===== config.mk =====
export PLATFORM = sky130hd
export DESIGN_NAME = lzwd_ctrl
export DESIGN_NICKNAME = d
export VERILOG_FILES = /design/src/rtl/core/lzwd_pkg.sv /design/src/rtl/core/lzwd_ctrl.sv
export SDC_FILE = /design/constraint.sdc
export NUM_CORES = 1
export LEC_CHECK = 0
export ABC_AREA = 1
export CORE_AREA = 2 2 39 41
export CTS_CLUSTER_SIZE = 24
export DETAILED_ROUTE_END_ITERATION = 6
export DIE_AREA = 0 0 41 43
export DONT_BUFFER_PORTS = 1
export PLACE_DENSITY = 0.42
export SYNTH_ARGS = -nofsm -noshare
export SYNTH_HDL_FRONTEND = slang
export SYNTH_SLANG_ARGS = --single-unit

===== constraint.sdc =====
create_clock -name clock -period 2.93 [get_ports clock]
set_input_delay 0.293 -clock clock [delete_from_list [all_inputs] [get_ports clock]]
set_output_delay 0.293 -clock clock [all_outputs]
set_load 0.03 [all_outputs]

===== src/rtl/core/lzwd_pkg.sv =====
// lzwd_pkg: shared constants and controller/datapath interface types
// for the .Z stream decoder core; no dependencies

package lzwd_pkg;

   localparam logic [1:0] CMD_FEED = 2'd0;
   localparam logic [1:0] CMD_END  = 2'd1;
   localparam logic [1:0] CMD_PULL = 2'd2;
   localparam logic [1:0] CMD_NOP  = 2'd3;

   localparam logic [3:0] ST_ACCEPT   = 4'd0;
   localparam logic [3:0] ST_BYTE     = 4'd1;
   localparam logic [3:0] ST_BUSY     = 4'd7;
   localparam logic [3:0] ST_EMPTY    = 4'd8;

   localparam logic [2:0] PH_FLAGS    = 3'd0;
   localparam logic [2:0] PH_FIRST    = 3'd1;
   localparam logic [2:0] PH_CODES    = 3'd2;
   localparam logic [2:0] PH_DONE     = 3'd3;
   localparam logic [2:0] PH_TRUNC    = 3'd4;
   localparam logic [2:0] PH_BADFLAGS = 3'd5;
   localparam logic [2:0] PH_BADWIDTH = 3'd6;
   localparam logic [2:0] PH_BADCODE  = 3'd7;

   localparam logic [15:0] CLEAR_CODE = 16'd256;

   // controller to datapath
   typedef struct packed {
      logic       take;      // register request fields
      logic       feed;      // run feed on captured byte
      logic       finish;    // run end of input
      logic       pull;      // pop one byte
      logic       walk;      // one chain step
      logic       push_head; // push head byte and update table
   } lzwd_cmd_type;

   // datapath to controller
   typedef struct packed {
      logic       code_ready; // feed produced a code needing a walk
      logic       walk_done;  // chain reached a literal
   } lzwd_stat_type;

endpackage


===== src/rtl/core/lzwd_ctrl.sv =====
// lzwd_ctrl: request sequencer and result handshake for the decoder
// depends on lzwd_pkg

module lzwd_ctrl (
   input  logic                    clock,
   input  logic                    reset,
   input  logic                    req_valid,
   output logic                    req_ready,
   input  logic [1:0]              req_cmd,
   output logic                    rsp_valid,
   input  logic                    rsp_ready,
   output lzwd_pkg::lzwd_cmd_type  ctl,
   input  lzwd_pkg::lzwd_stat_type stat
);
   import lzwd_pkg::*;

   localparam logic [2:0] S_IDLE  = 3'd0;
   localparam logic [2:0] S_EXEC  = 3'd1;
   localparam logic [2:0] S_CHECK = 3'd2;
   localparam logic [2:0] S_WALK  = 3'd3;
   localparam logic [2:0] S_WAIT  = 3'd4;
   localparam logic [2:0] S_SETTLE = 3'd5;
   localparam logic [2:0] S_OUT   = 3'd6;

   logic [2:0] state_ff, state_in;
   logic [1:0] cmd_ff;

   always_comb begin
      state_in = state_ff;
      ctl = '0;
      req_ready = 1'b0;
      rsp_valid = 1'b0;
      unique case (state_ff)
         S_IDLE: begin
            req_ready = 1'b1;
            if (req_valid) begin
               ctl.take = 1'b1; state_in = S_EXEC;
            end
         end
         S_EXEC: begin
            unique case (cmd_ff)
               CMD_FEED: ctl.feed = 1'b1;
               CMD_END:  ctl.finish = 1'b1;
               CMD_PULL: ctl.pull = 1'b1;
               default: ;
            endcase
            state_in = (cmd_ff == CMD_FEED) ? S_CHECK : S_OUT;
         end
         S_CHECK: state_in = stat.code_ready ? S_WALK : S_OUT;
         S_WALK: begin
            ctl.walk = 1'b1; state_in = S_WAIT;
         end
         S_WAIT: begin
            if (stat.walk_done) begin
               ctl.push_head = 1'b1; state_in = S_OUT;
            end else state_in = S_SETTLE;
         end
         S_SETTLE: state_in = S_WALK;
         S_OUT: begin
            rsp_valid = 1'b1;
            if (rsp_ready) state_in = S_IDLE;
         end
         default: state_in = S_IDLE;
      endcase
   end

   always_ff @(posedge clock) begin
      if (ctl.take) cmd_ff <= req_cmd;
      if (reset) state_ff <= S_IDLE;
      else state_ff <= state_in;
   end

   a_one_op: assert property (@(posedge clock) disable iff (reset)
      $countones({ctl.feed, ctl.finish, ctl.pull, ctl.walk, ctl.push_head}) <= 1)
      else $error("overlapping datapath commands");
   a_take_idle: assert property (@(posedge clock) disable iff (reset)
      ctl.take |=> state_ff == S_EXEC)
      else $error("request not executed");
   a_no_take_busy: assert property (@(posedge clock) disable iff (reset)
      rsp_valid |-> !req_ready)
      else $error("request taken while result pending");
endmodule


==> impl_metrics.json, run 1 <==
{
  "outcome": "finished clean",
  "post-route-min-period_ns": 1.95,
  "cpMaxStageDelayCell": "nor3_1",
  "fillers": 164,
  "fin_crit_sh_pct": 66.4,
  "drt_first_pass_iters": 2,
  "place_inst": 66,
  "cts_tree": "yes",
  "max_freq_ghz": 0.514,
  "timing.hold.ws_ns": 0.117,
  "path_class": "reg -> out",
  "drt_iter0_markers": 1,
  "crit_path_max_fanout": 8,
  "ant_nets": 0,
  "die_w_um": 41,
  "antenna_cells": 0,
  "ys_top_cells_by_area": "dfxtp_1, edfxtp_1, nand2_1",
  "layout.cells.non_filler": 70,
  "skew_ns": 0.000852,
  "hp-class": "in -> reg",
  "top_usage_layer": "met2",
  "rows": 14,
  "path_cells": "nand3_1 > nor3_1",
  "grt_pass1_vias": 266,
  "synth_most_common_cell": "nand2_1",
  "cts.sinks": 5,
  "cpPeakStageDelay_ns": 0.72,
  "drc": 0,
  "hold_viol": 0,
  "maxSlewViolCount": 0,
  "grt_use_met3_pct": 6.28,
  "cp.required_ns": 2.64,
  "ys_ff_latch": 5,
  "syn_to_final_growth_pct": 12.2,
  "clk_pin_slew_worst_paths_ns": 0.04,
  "routed_wl_um": 695,
  "multi_input_area_um2": 171,
  "grtUsageTotal_pct": 8.66,
  "peakVddDrop_mv": 0.328,
  "ys_warn_count": 0,
  "synth_top_area_cell": "dfxtp_1",
  "htreeDepth": 1,
  "final.setup.tns_ns": 0,
  "dr_total_vias": 295,
  "maxSlewHeadroom_pct": 37.0,
  "port_buffers": 0,
  "pwr_density_cell_mw_per_mm2": 1330,
  "area.sequential_um2": 120,
  "cp-end-kind": "output pin",
  "grtUsageMet2_pct": 12.5,
  "antenna_found_initial": 0,
  "grt_pass1_wl_um": 966,
  "rsz0062_at_grt": "false",
  "coreArea_mm2": 0.00138,
  "die_h_um": 43,
  "netlist_instances": 51,
  "synth_edf_count": 2,
  "critPathLaunchType": "register",
  "post-cts-setup-buffers": 0,
  "hold_buffers": 0,
  "use_met1_pct": 9.09,
  "nNetsFinal": 63,
  "gp_congestion": 0.673,
  "boundaryPins": 16,
  "clk_path_buf_depth": 2,
  "p_total_w": 0.000503,
  "syn-num-nets": 59,
  "cellLeakagePower_nw": 0.173,
  "dp_hpwl_um": 559,
  "yosysUniqueCellTypes": 16,
  "arrival_ns": 1.65,
  "avgSynthCellArea_um2": 6.62,
  "seq_area_frac_synth_pct": 35.6,
  "grt_max_degree": 10,
  "die_area_mm2": 0.00176,
  "grt_overflow_total": 0,
  "clk_latency_ns": 0.24,
  "setup_viol": 0,
  "synth_top_area_share_pct": 17.8,
  "wl_per_cell_um": 9.93,
  "cts_buffers": 3,
  "start_util_pct": 24.4,
  "synthesis.area_um2": 338,
  "maxCapViolCount": 0,
  "synth_common_cells": "nand2_1, inv_1, nand3_1, nor2_1, nor3_1",
  "worst_pin_slew_ns": 0.937,
  "synthFlopType": "dfxtp_1",
  "cts_resized": 0,
  "viasPerCell": 4.21,
  "drive_gt1_share_pct": 20.4,
  "cts-root-buf": "clkbuf_4",
  "ys_async_sr_fraction_pct": 0
}
## final timing paths
check	slack [ns]	endpoint	start	cells past startpoint
worst min-delay path	0.12	state_ff[2]	reset	1
worst max register to register	1.29	cmd_ff[0]	state_ff[2]	1
worst max-delay path	0.98	ctl[2]	state_ff[0]	2
worst min register to register	0.68	state_ff[0]	state_ff[1]	3
## power breakdown
part           internal [W]  total [W]  switching [W]
Clock             0.0000514  0.0000781      0.0000268
Sequential         0.000105   0.000160      0.0000547
Combinational     0.0000821   0.000265       0.000183
Total              0.000238   0.000503       0.000264
## critical path, delay by kind of cell, from the launching register on
family | cells | cell delay (ns)
flip-flops | 1 | 0.50
AND/OR/NAND/NOR | 2 | 0.91
## cells by family (layout without fill, tap and decap cells)
logic type	count (synthesis)	after routing	share of synthesized area, %
AND/OR/NAND/NOR	32	32	44.4
flip-flops	5	5	35.6
AO/OA/AOI/OAI	3	3	4.44
buffers and inverters	11	14	15.6
## layout make-up
type                       instances  area share, %
timing repair buffer               1           1.98
multi-input combinational         35           45.2
tap                               16           5.28
sequential                         5           31.7
inverter                           9           8.91
clock buffer                       4           6.93
## stage by stage
step | area, um^2 | setup WS, ns | utilization [%]
after floorplan | 338 | 0.934 | -
after detailed placement | 353 | 1.24 | 25.5
final | 379 | 0.984 | 27.4
after CTS | 379 | 0.967 | 27.4
after global placement | 353 | 1.24 | 25.5
after global routing | 379 | 0.863 | 27.4
## state kept, by name, summed over array words and instances, names as in the netlist
signal / count
cmd_ff: 2
state_ff: 3
## layer usage
layer  vias to the layer above  share of wire, %
met5                         -                 0
met4                         0                 0
met3                         0               6.2
met2                         7                51
met1                       123                43
li1                        165                 -
## layout by cell type (no fill, tap or decap), types with 2 or more instances in the layout
cell type,count
inv_1,7
nand3_1,6
nand2_1,11
nor2_2,2
inv_2,2
nor2_1,6
edfxtp_1,2
clkbuf_4,3
a21oi_1,2
nor3_1,4
dfxtp_1,3
(Power assumes the default switching activity.)
==> run 2: changes to the inputs <==
PLACE_DENSITY = 0.43   (was 0.42)
clock period = 1.75 ns   (was 2.93 ns; I/O delays follow)
==> run 2 against run 1 <==
Effect of this change: die area is the same; critical path depth did not move; first-iteration DRC count up 100%; critical path type unchanged.
==> impl_metrics.json, run 2 (same netlist as run 1, synthesis figures left out) <==
{
  "die_h_um": 43,
  "routed_wl_um": 646,
  "hp-class": "in -> reg",
  "min_path_cells": 0,
  "placedInstanceArea_um2": 398,
  "maxSlewHeadroom_pct": 75.6,
  "area.sequential_um2": 120,
  "cts_buffers": 3,
  "final_cell_area_um2": 434,
  "layout.cells.non_filler": 77,
  "htreeDepth": 1,
  "nNetsFinal": 70,
  "gp_congestion": 0.765,
  "drt_iter0_markers": 2,
  "path_class": "reg -> out",
  "hold_viol": 0,
  "max_freq_ghz": 0.690,
  "die_w_um": 41,
  "clk_pin_slew_worst_paths_ns": 0.04,
  "start_util_pct": 24.4,
  "rr_worst_depth": 5,
  "coreArea_mm2": 0.00138,
  "drt_first_pass_iters": 2,
  "boundaryPins": 16,
  "cellLeakagePower_nw": 0.209,
  "largestRegisters": "state_ff: 3 flops, cmd_ff: 2 flops",
  "worst_pin_slew_ns": 0.365,
  "pwr_density_cell_mw_per_mm2": 2030,
  "grt_overflow_total": 0,
  "maxSlewViolCount": 0,
  "cts.sinks": 5,
  "arrival_ns": 1.27,
  "place_inst": 72,
  "rows": 14,
  "whs_endpoint": "cmd_ff[1]",
  "rsz0062_at_grt": "false",
  "maxCapViolCount": 0,
  "largest_reg_flops": 3,
  "rr_startpoint": "state_ff[2]",
  "multi_input_area_um2": 171,
  "cts_tree": "yes",
  "crit_path_max_fanout": 9,
  "antenna_cells": 0,
  "cts-root-buf": "clkbuf_4",
  "cp-end-kind": "output pin",
  "syn_to_final_growth_pct": 28.5,
  "wl_per_cell_um": 8.39,
  "critPathLaunchType": "register",
  "cp.required_ns": 1.57,
  "setup_viol": 0,
  "clk_path_buf_depth": 2,
  "final_util_pct": 31.4,
  "r2r_end": "state_ff[2]",
  "rrSetupSlack_ns": 0.59,
  "fillers": 162,
  "port_buffers": 0,
  "drc": 0,
  "dp_hpwl_um": 553,
  "grt_pass1_vias": 298,
  "peakVddDrop_mv": 0.781,
  "dr_total_vias": 335,
  "antenna_found_initial": 0,
  "final.setup.tns_ns": 0,
  "cts_resized": 0,
  "fin_crit_sh_pct": 82.9,
  "skew_ns": 0.00401,
  "regMostFlops": "state_ff",
  "hold_start": "req_cmd[1]",
  "viasPerCell": 4.35,
  "final_common_cell": "nand2_1",
  "grt_max_degree": 10,
  "ant_nets": 0,
  "post-route-min-period_ns": 1.45,
  "outcome": "finished clean",
  "mostFrequentLayoutCells": "nand2_1, inv_1, buf_4, nand3_1, nor2_1",
  "drive_gt1_share_pct": 27.9,
  "timing.hold.ws_ns": 0.0325,
  "clk_latency_ns": 0.24,
  "die_area_mm2": 0.00176,
  "grt_pass1_wl_mm": 1.06,
  "grtUsageTotal_pct": 9.46
}
run 2: changes by cell type in the layout (fill, tap and decap cells not counted):
cell,delta
buf_4,+6
dlygate4sd3_1,+1
run 2: worst max-delay path by stage:
stage	from	depth (start not counted)	end
6_report	state_ff[2]	2	ctl[5]
3_5_place_dp	state_ff[2]	2	ctl[5]
3_3_place_gp	state_ff[2]	2	ctl[5]
4_1_cts	state_ff[2]	2	ctl[5]
2_1_floorplan	state_ff[2]	2	cmd_ff[0]
5_1_grt	state_ff[2]	4	ctl[4]
run 2: final cells by class:
cell class,instances,area share [%]
clock buffers,4,6.05
flip-flops and latches,5,27.7
repair buffers,8,14.4
well taps,16,4.61
inverters,9,7.78
multi-input cells,35,39.5
run 2: layer usage:
layer,global-route usage [%],share of wire [%],vias to the layer above
met5,0,0,-
met4,4.00,0,0
met3,7.85,7.7,0
met2,14.1,55,9
met1,9.06,37,145
li1,-,-,181
run 2: where the power goes:
group	internal, W	switching, W
registers	0.000176	0.0000882
clock network	0.0000858	0.0000419
logic	0.000176	0.000313
total	0.000437	0.000443
run 2: what timing repair did:
action / 4_1_cts / 5_1_grt
hold buffers: 1 / 0
setup buffers: 0 / 0
endpoints found under the hold margin: 2 / 0
run 2: worst max-delay path: stages (launching register included):
cell and delay [ns]:
dfxtp_1 0.41, nor4_2 0.40, buf_4 0.23
run 2: metrics by stage:
stage	setup WS [ns]	total power, W
floorplan	0.192	0.000660
global placement	0.524	0.000769
detailed placement	0.542	0.000761
CTS	0.283	0.000896
global route	0.190	0.000969
finish	0.300	0.000880
